<file path="config.mk">
export PLATFORM = sky130hd
export DESIGN_NAME = rmg_out_queue
export DESIGN_NICKNAME = d
export VERILOG_FILES = /design/src/design/rmg_pkg.sv /design/src/design/rmg_out_queue.sv
export SDC_FILE = /design/constraint.sdc
export NUM_CORES = 1
export LEC_CHECK = 0
export ABC_AREA = 1
export BUFFER_PORTS_ARGS = -buffer_cell sky130_fd_sc_hd__buf_2
export CORE_MARGIN = 3
export CORE_UTILIZATION = 45
export CTS_CLUSTER_SIZE = 28
export DETAILED_ROUTE_END_ITERATION = 7
export GPL_ROUTABILITY_DRIVEN = 0
export HOLD_SLACK_MARGIN = 0.08
export PLACE_DENSITY = 0.72
export SETUP_SLACK_MARGIN = 0.05
export SLEW_MARGIN = 20
export SYNTH_ARGS = -nofsm -noshare
export SYNTH_HDL_FRONTEND = slang
export SYNTH_SLANG_ARGS = --single-unit
</file>
<file path="constraint.sdc">
create_clock -name i_clk -period 1.35 [get_ports i_clk]
set_input_delay 0.135 -clock i_clk [delete_from_list [all_inputs] [get_ports i_clk]]
set_output_delay 0.135 -clock i_clk [all_outputs]
set_load 0.02 [all_outputs]
</file>
<file path="src/design/rmg_pkg.sv">
// Shared types and constants of the rank morphological gradient block.
package rmg_pkg;

    localparam int CFG_INDEX_W = 3;
    localparam int CFG_DATA_W  = 25;
    localparam int SHAPE_W     = 25;

    localparam logic [CFG_INDEX_W-1:0] CFG_COLUMN_LENGTH = 3'd0;
    localparam logic [CFG_INDEX_W-1:0] CFG_COLUMN_COUNT  = 3'd1;
    localparam logic [CFG_INDEX_W-1:0] CFG_SHAPE_BITS    = 3'd2;
    localparam logic [CFG_INDEX_W-1:0] CFG_DEPTH_RANK    = 3'd3;
    localparam logic [CFG_INDEX_W-1:0] CFG_MASK_ENABLE   = 3'd4;

    typedef struct packed {
        logic [7:0] pixel;
        logic       mask_bit;
    } t_in;

    typedef struct packed {
        logic [7:0] gradient;
        logic       end_of_image;
    } t_out;

    // Per-beat control carried along the pipeline.
    typedef struct packed {
        logic valid;
        logic emit;
        logic last;
    } t_ctl;

endpackage

</file>
<file path="src/design/rmg_out_queue.sv">
// Two-entry output queue that decouples the pipeline from a stalled receiver.
module rmg_out_queue (
    input  logic          i_clk,
    input  logic          i_rst_n,
    input  logic          i_push,
    input  rmg_pkg::t_out i_data,
    input  logic          i_stall,
    output logic          o_valid,
    output rmg_pkg::t_out o_data,
    output logic          o_full
);
    import rmg_pkg::*;

    t_out       r_q [2];
    logic       r_wr, r_rd;
    logic [1:0] r_cnt;
    logic       pop;

    assign pop = (r_cnt != 2'd0) && !i_stall;

    always_ff @(posedge i_clk) begin
        if (i_push) begin
            r_q[r_wr] <= i_data;
        end
    end

    always_ff @(posedge i_clk) begin
        if (!i_rst_n) begin
            r_wr  <= 1'b0;
            r_rd  <= 1'b0;
            r_cnt <= 2'd0;
        end else begin
            if (i_push) begin
                r_wr <= !r_wr;
            end
            if (pop) begin
                r_rd <= !r_rd;
            end
            r_cnt <= r_cnt + 2'(i_push) - 2'(pop);
        end
    end

    assign o_valid = (r_cnt != 2'd0);
    assign o_data  = r_q[r_rd];
    assign o_full  = (r_cnt == 2'd2);

endmodule

</file>
==> impl_results.md, run 1 <==
- CTS tree: built
- Synthesized area: 925 um2
- Setup violators final: 10
- Reg2reg setup slack: 0 ps
- Vias/cell: 4.52
- Final WL: 1.83 mm
- Area grow syn2layout: 48.6%
- Syn Area/Cell: 14.4 um2
- Routed Antenna Nets: 0
- Max Freq: 724 MHz
- Maximum clock path buffer count: 2
- Antenna violations before repair: 0
- CTS buffer count: 3
- P per Cell Area: 1600 nW/um2
- Synth Area in Compound Gates: 0.00541
- H-Tree Depth: 1
- Initial Util: 0.503
- Worst setup EP type: output pin
- Setup CP Type: register to output pin
- Largest net degree at the start of global routing: 14
- GRT Total Usage: 0.160
- Slew margin rel.: 0.770
- Slew @ Worst Pin: 344 ps
- Clock sinks: 23
- Setup TNS: -190 ps
- Most frequent cells in the layout: edfxtp_1, buf_2, buf_6
- DRT Pass-1 Iters: 4
- First-pass GRT wire length: 2.93 mm
- Share of layout cells above drive strength 1: 0.532
- Multiplexer area fraction after synthesis: 0.146
- IO buf count: 23
- Vias: 606
- Most common cell after layout, fill and taps aside: edfxtp_1
- Post-Syn Nets: 79
- Remaining DRCs: 0
- Simple logic cell fraction of the synthesized area: 0.0839
- Vias in the first global route: 655
- Die Wd: 51.3 um
- Failing checks: negative setup slack
- Status: finished, violations left
- Crit Path Max Fanout: 4
- Core footprint: 1840 um2
- GRT overflow: 0
- Period minus WS final: 1380 ps
- Final slew viol count: 0
- Max VDD drop: 1140 uV
- HP Class: input port to register
- Row count: 15
- Critical Path Source Type: register
- Final setup margin: -32.2 ps
- Leak: 0.000605 uW
- Seq cells post-synth: 23
- Fin. Hold Viols: 0
- Fin nets: 125
- Main combinational cell family by area after synthesis: multiplexers
- Die area: 2630 um2
- RSZ-0062 raised after global routing: true
- Synth Area in Adders: 0.0271
- Clock latency on the worst-skew pair: 300 ps
- Die height: 51.3 um
- Synth Area in XOR/XNOR: 0
- Final HPWL DP: 1.03 mm
- Post-synthesis sequential area ratio: 0.693
- Critical Path RT: 1220 ps
- Synth Instances: 64
- Clk slew on worst S/H paths: 120 ps
- Unique masters post-synth: 10
- Total of max-cap violations: 0
- DR iter-0 viols: 3
- Utilization after layout: 0.747
- CTS Root Cell: clkbuf_4
- Top Ports: 24
- Yosys warns: 0
- Wirelength per Cell: 13.7 um
- Period Utilization, post-route: 1.02
- Final setup skew: 4.78 ps
- Antenna diode count: 0
- WP data arrival: 1250 ps
## synthesized netlist by cell type
library cell / instances / area share
buf_6: 1 / 0.012
edfxtp_1: 18 / 0.58
mux2_4: 9 / 0.15
nand3_1: 2 / 0.011
a21oi_1: 1 / 0.0054
nand2_1: 8 / 0.032
inv_1: 8 / 0.032
ha_1: 2 / 0.027
nor2_1: 10 / 0.041
dfxtp_1: 5 / 0.11
## routing by layer
metal | part of all wire | GRT usage | wire (um) | vias up
li1 | - | - | - | 308
met1 | 0.33 | 0.152 | 614 | 272
met2 | 0.58 | 0.315 | 1070 | 20
met3 | 0.050 | 0.0292 | 92 | 6
met4 | 0.032 | 0.0830 | 58 | 0
met5 | 0 | 0 | 0 | -
## registers in the layout, indices dropped and copies added (netlist names), named ones only
name / flops
r_cnt: 2
r_wr: 1
r_rd: 1
r_q: 18
## path summary, 6_finish.rpt
path                                           from                  end  cells past startpoint
worst max-delay path                       register            o_data[2]                      3
worst min-delay path                         i_push    r_wr$_SDFFE_PN0P_                      3
worst max register to register  r_cnt[1]$_SDFF_PN0_  r_cnt[1]$_SDFF_PN0_                      9
worst min register to register    r_rd$_SDFFE_PN0P_             register                      2
## where the power goes
part | switching [uW] | internal, uW
Clock | 191 | 110
Combinational | 465 | 528
Sequential | 55.1 | 856
Total | 711 | 1490
## metrics by stage
step	power (uW)	instance area [um2]	worst slack, ps	hold WS (ps)	instances
2_1_floorplan	1350	925	70.6	228	64
3_3_place_gp	1490	1080	54.3	323	114
3_5_place_dp	1520	1080	-34.3	327	114
4_1_cts	2070	1330	-39.2	56.0	133
5_1_grt	2340	1370	-94.6	167	134
6_report	2200	1370	-32.2	151	134
## repair_timing
item | CTS | global route
endpoints found under the setup margin | 10 | 13
buffers inserted | 6 | 1
pin swaps | 8 | 7
gates resized for setup | 29 | 10
hold buffers | 9 | 1
endpoints found under the hold margin | 20 | 1
## kinds of logic (layout without fill, tap and decap cells)
kind of cell    count (synthesis)  count (layout)
mux                             9               9
fa+ha+maj                       2               2
buf+inv                         9              54
compound gates                  1               1
flops                          23              23
simple gates                   20              20
## critical path, stage by stage (launching register included)
cell and delay, ps:
dfxtp_4 390, buf_6 120, mux2_4 310, buf_6 130
## area by class of cell
| type | instances | area (um2) |
|---|---|---|
| sequential | 23 | 647 |
| fill | 123 | 465 |
| timing repair buffer | 42 | 357 |
| multi-input combinational | 32 | 282 |
| tap | 25 | 31.3 |
| inverter | 8 | 30.0 |
| clock buffer | 3 | 22.5 |
| clock inverter | 1 | 5.00 |
Power figures use the tool's default switching activity.
==> run 2, diff against run 1 <==
- PLACE_DENSITY: 0.72 -> 0.7
- REMOVE_ABC_BUFFERS: not set -> 1
- clock period: 1.35 -> 1.7 ns (I/O delays scaled with it)
==> run 2 against run 1 <==
  * The flow now finishes without violations
  * Routed wire length down 18%
  * First-iteration DRC count rose by 33%
  * Global-route usage shrank 2.3 points
  * Non-clock buffer count shrank 6
  * Design area is 12% lower
  * Cell count decreased by 4.5%
  * Critical path type unchanged
  * Combinational power down 49%
  * Clock power decreased by 21%
==> impl_results.md, run 2 (synthesized netlist as in run 1, its figures left out) <==
- Largest net degree at the start of global routing: 14 (unchanged)
- Top Ports: 24 (unchanged)
- Area grow syn2layout: 30.6%
- GRT overflow: 0 (unchanged)
- Final HPWL DP: 1.13 mm (+10%)
- Max VDD drop: 594 uV (-48%)
- RSZ-0062 raised after global routing: false
- Slew margin rel.: 0.755 (-0.0153)
- Period minus WS final: 1440 ps
- Top flop regs: r_q x18, r_cnt x2
- GRT Total Usage: 0.136 (-0.0231)
- Crit Path Max Fanout: 5 (+1)
- Row count: 15 (unchanged)
- Slowest stage delay, CP: 350 ps (-40 ps)
- # resized after CTS: 0 (-100%)
- Period Utilization, post-route: 0.845
- Leak: 0.000548 uW (-9.5%)
- Antenna violations before repair: 0 (unchanged)
- Share of layout cells above drive strength 1: 0.388 (-0.144)
- M1 GR Usage: 0.141 (-0.0117)
- Maximum clock path buffer count: 2 (unchanged)
- Antenna diode count: 0 (unchanged)
- R2R Path End: r_cnt[1]$_SDFF_PN0_
- Slew @ Worst Pin: 367 ps (+23.0 ps)
- Fin nets: 119 (-4.8%)
- HP Class: input port to register
- P per Cell Area: 1200 nW/um2 (-25%)
- Final setup skew: 4.64 ps (-0.141 ps)
- Design area: 1210 um2 (-12%)
- Number of flip-flops in the largest register: 18 (unchanged)
- Status: finished, final reports clean
- Cells on Worst Hold Path: 3 (unchanged)
- Die area: 2630 um2 (unchanged)
- WP data arrival: 1270 ps (+20 ps)
- Die Wd: 51.3 um (unchanged)
- Reg2reg setup slack: 320 ps (+320 ps)
- Total of max-cap violations: 0 (unchanged)
- Worst setup EP type: output pin
- Vias in the first global route: 632 (-3.5%)
- # fillers: 149 (+21%)
- Routed Antenna Nets: 0 (unchanged)
- Largest reg by FF count: r_q
- Initial Util: 0.503 (unchanged)
- CTS Root Cell: clkbuf_4
- Setup violators final: 0 (-10)
- Clk slew on worst S/H paths: 120 ps (about the same)
- Worst Hold End: r_cnt[0]$_SDFF_PN0_
- R2R depth: 10 (+1)
- Area of the multi-input gates: 243 um2 (-14%)
- DRT Pass-1 Iters: 2 (-2)
- Core footprint: 1840 um2 (unchanged)
- Remaining DRCs: 0 (unchanged)
- Setup TNS: 0 ps (+190 ps)
- Vias: 580 (-4.3%)
- First-pass GRT wire length: 2.60 mm (-11%)
- FF-to-FF Start: r_cnt[1]$_SDFF_PN0_
- # hold bufs at CTS: 9 (unchanged)
- Clock sinks: 23 (unchanged)
- Placed Area: 1090 um2 (+0.69%)
- Vias/cell: 4.53 (+0.20%)
- IO buf count: 23 (unchanged)
- Slowest-stage cell, CP: dfxtp_1
- GR Util met2: 0.273 (-0.0429)
- Setup Buffers After CTS: 0 (-6)
- Crit-path cells: buf_4, mux2_4, buf_2
- Final WL: 1.51 mm (-18%)
- Fin. Hold Viols: 0 (unchanged)
- DR iter-0 viols: 4 (+1)
- CTS tree: built
- Critical Path Source Type: register
- Grt peak-use layer: met2
- Register area: 641 um2 (-0.97%)
- Die height: 51.3 um (unchanged)
- Setup CP Type: register to output pin
- H-Tree Depth: 1 (unchanged)
- Most frequent cells in the layout: buf_2, edfxtp_1, nor2_1
- Met3 Usage GRT: 0.0262 (-0.00292)
- CTS buffer count: 3 (unchanged)
- Hold Crit Start: i_rst_n
- Clock latency on the worst-skew pair: 290 ps (about the same)
- Max Freq: 697 MHz
- Wirelength per Cell: 11.8 um (-14%)
- Most common cell after layout, fill and taps aside: buf_2
- Final slew viol count: 0 (unchanged)
- Critical Path RT: 1530 ps (+310 ps)
run 2: cell count changes in the layout (fill, tap and decap cells not counted), moves of 3 or more:
cell     previous run  this run
buf_6              13         0
buf_2              13        23
dfxtp_1             2         5
nor2_1              7        10
run 2: how the worst max path moves through the flow:
stage / cells after the start / end / start
after floorplan: 9 / r_cnt[1]$_SDFF_PN0_ / r_cnt[1]$_SDFF_PN0_
final: 3 / o_data[5] / register
after detailed placement: 9 / r_cnt[1]$_SDFF_PN0_ / r_cnt[1]$_SDFF_PN0_
after global placement: 9 / r_cnt[1]$_SDFF_PN0_ / r_cnt[1]$_SDFF_PN0_
after global routing: 10 / r_cnt[1]$_SDFF_PN0_ / r_cnt[1]$_SDFF_PN0_
after CTS: 3 / o_data[5] / register
run 2: stage by stage:
| stage | utilization | total power [uW] | setup slack (ps) | cells | hold WS [ps] |
|---|---|---|---|---|---|
| global route | 0.656 | 1550 | 150 | 128 | 108 |
| global placement | 0.593 | 1190 | 402 | 115 | 357 |
| CTS | 0.656 | 1460 | 243 | 128 | 94.3 |
| detailed placement | 0.593 | 1210 | 310 | 115 | 361 |
| floorplan | - | 1060 | 421 | 63 | 263 |
| finish | 0.656 | 1450 | 264 | 128 | 97.4 |
run 2: area by class of cell:
cell class,count,share of cell area
clock inverter,1,0.00415
clock buffer,3,0.0187
timing repair buffer,36,0.195
sequential,23,0.531
inverter,8,0.0249
multi-input combinational,32,0.201
tap,25,0.0259
run 2: where the power goes:
part           switching, uW  internal, uW
Sequential              31.2           670
Combinational            276           231
Clock                    149          87.4
run 2: metal layers:
layer  up-vias  wire length (um)
li1        296                 -
met1       267               632
met2        15               797
met3         2                66
met4         0                14
met5         -                 0
run 2: critical path: cells and delay by family, from the launching register on:
kind     cells  cell delay, ps
buf+inv      2             320
flops        1             350
mux          1             310
==> run 3, diff against run 2 <==
- PLACE_DENSITY: 0.7 -> 0.72
- clock period: 1.7 -> 1.3 ns (I/O delays scaled with it)
==> run 3 against run 2 <==
  * The run now ends with negative setup slack left
  * Worst hold slack better by 66 ps
  * Count of clock-buffer cells in the layout unchanged
  * Die area unchanged
  * Sequential share of layout area down 5.9 points
  * Critical path depth unchanged
  * Total power up 58%
  * Highest routed layer unchanged
  * Register-to-register slack worse by 360 ps
  * First-iteration DRC count rose to 3.5 times the previous value
  * Clock skew down 1.1 ps
  * Clock power up 32%
  * Design area up 13%
==> impl_results.md, run 3 (synthesized netlist as in run 1, its figures left out) <==
- Status: finished, violations left
- Failing checks: negative setup slack
- Vias in the first global route: 686 (+8.5%)
- WP data arrival: 1240 ps (-30 ps)
- Clk slew on worst S/H paths: 120 ps (about the same)
- Clock sinks: 23 (unchanged)
- Area grow syn2layout: 47.6%
- CTS Root Cell: clkbuf_4
- Worst setup EP type: output pin
- Maximum clock path buffer count: 2 (unchanged)
- Net Sw Frac: 0.326 (+0.0103)
- Utilization after layout: 0.742 (+0.0857)
- Die height: 51.3 um (unchanged)
- Wirelength per Cell: 13.2 um (+12%)
- Die Wd: 51.3 um (unchanged)
- DR iter-0 viols: 14 (+10)
- Most common cell after layout, fill and taps aside: edfxtp_1
- Top Ports: 24 (unchanged)
- HP Class: input port to register
- Most frequent cells in the layout: edfxtp_1, buf_2, buf_6
- Clock network power share: 0.137 (-0.027)
- Crit-path cells: buf_6, mux2_4, buf_6
- Leak: 0.000596 uW (+8.7%)
- Fin nets: 123 (+3.4%)
- Top flop regs: r_q x18, r_cnt x2
- GRT overflow: 0 (unchanged)
- Antenna violations before repair: 0 (unchanged)
- Total of max-cap violations: 0 (unchanged)
- P per Cell Area: 1670 nW/um2 (+40%)
- GRT Total Usage: 0.150 (+0.0140)
- Core footprint: 1840 um2 (unchanged)
- Routed Antenna Nets: 0 (unchanged)
- Seq pwr share: 0.414 (-0.071)
- Critical Path RT: 1170 ps (-360 ps)
- DRT Pass-1 Iters: 6 (+4)
- Crit-path most repeated cell: buf_6
- Final setup skew: 3.53 ps (-1.11 ps)
- IO buf count: 23 (unchanged)
- Crit Path Max Fanout: 4 (-1)
- CTS buffer count: 3 (unchanged)
- Logic pwr share: 0.448 (+0.097)
- Setup CP Type: register to output pin
- Die area: 2630 um2 (unchanged)
- RSZ-0062 raised after global routing: true
- Row count: 15 (unchanged)
- Delay-heaviest family, CP: flip-flops
- Slew margin rel.: 0.760 (+0.00471)
- Critical Path Source Type: register
- Max Freq: 731 MHz
- Max VDD drop: 1020 uV (+72%)
- Share of layout cells above drive strength 1: 0.542 (+0.154)
- Final HPWL DP: 1.07 mm (-5.5%)
- Vias: 632 (+9.0%)
- Remaining DRCs: 0 (unchanged)
- # fillers: 135 (-9.4%)
- Fin. Hold Viols: 0 (unchanged)
- Period minus WS final: 1370 ps
- Final setup margin: -67.4 ps (-332 ps)
- Register area: 644 um2 (+0.59%)
- Antenna diode count: 0 (unchanged)
- Cell Int Power: 1540 uW (+56%)
- Vias/cell: 4.79 (+5.7%)
- Number of flip-flops in the largest register: 18 (unchanged)
- Period Utilization, post-route: 1.05
- Final slew viol count: 0 (unchanged)
- Psw: 745 uW (+63%)
- Clock latency on the worst-skew pair: 300 ps (about the same)
- Final WL: 1.74 mm (+15%)
- Hold_ws: 164 ps (+66.3 ps)
- Crit path buffers/inverters: 2 (unchanged)
- H-Tree Depth: 1 (unchanged)
- Largest net degree at the start of global routing: 14 (unchanged)
- Largest reg by FF count: r_q
- Area of the multi-input gates: 289 um2 (+19%)
- Slowest-stage cell, CP: dfxtp_2
- Slew @ Worst Pin: 360 ps (-7.05 ps)
- First-pass GRT wire length: 2.90 mm (+11%)
- Setup violators final: 10 (+10)
- Slowest stage delay, CP: 370 ps (+20 ps)
- CTS tree: built
- Initial Util: 0.503 (unchanged)
==> run 3: worst paths after layout <==
| check | startpoint | end | slack [ps] | cells after the start |
|---|---|---|---|---|
| max | register | o_data[2] | -70 | 3 |
| min | i_push | r_wr$_SDFFE_PN0P_ | 160 | 3 |
| min reg2reg | r_rd$_SDFFE_PN0P_ | register | 520 | 2 |
| max reg2reg | r_cnt[0]$_SDFF_PN0_ | r_cnt[1]$_SDFF_PN0_ | -40 | 10 |
==> run 3: worst reg2reg max path, stage by stage, from the launching register on <==
cell and delay, ps:
dfxtp_2 360, nor2_4 100, nor2_2 50, ha_1 290, inv_2 70, ha_4 130, inv_2 30, nand2_2 60
nand3_2 50, nand2_1 60, nor2_1 40
==> run 3: area by class of cell <==
type / instances / area share
multi-input combinational: 32 / 0.212
sequential: 23 / 0.472
tap: 25 / 0.0229
clock inverter: 1 / 0.00367
clock buffer: 3 / 0.0165
timing repair buffer: 40 / 0.249
inverter: 8 / 0.0238
==> run 3: routing by layer <==
layer | up-vias | part of all wire | GRT usage
li1 | 302 | - | -
met5 | - | 0 | 0
met4 | 0 | 0.015 | 0.0524
met2 | 24 | 0.56 | 0.303
met1 | 302 | 0.35 | 0.153
met3 | 4 | 0.064 | 0.0233
==> run 3: through the flow <==
| stage | total power (uW) | setup WS [ps] | std cells | setup TNS, ps | instance area, um2 |
|---|---|---|---|---|---|
| after CTS | 2160 | -82.6 | 133 | -580 | 1330 |
| after global routing | 2440 | -128 | 132 | -1170 | 1370 |
| after global placement | 1550 | 5.85 | 114 | 0 | 1080 |
| final | 2290 | -67.4 | 132 | -575 | 1370 |
| after detailed placement | 1580 | -80.0 | 114 | -80.0 | 1080 |
| after floorplan | 1380 | 20.6 | 63 | 0 | 913 |
==> run 3: repair_timing <==
item	4_1_cts	5_1_grt
endpoints found under the hold margin	21	0
setup buffers	5	0
pin swaps	1	6
hold buffers	10	0
endpoints found under the setup margin	11	15
gates resized for setup	28	14
==> run 3: power groups by stage <==
stage                     sequential, uW  clock (uW)  combinational, uW
after floorplan                      954           0                430
after global placement               927           0                625
after detailed placement             932           0                650
after CTS                            923         323                912
after global routing                 957         370               1120
final                                947         314               1020
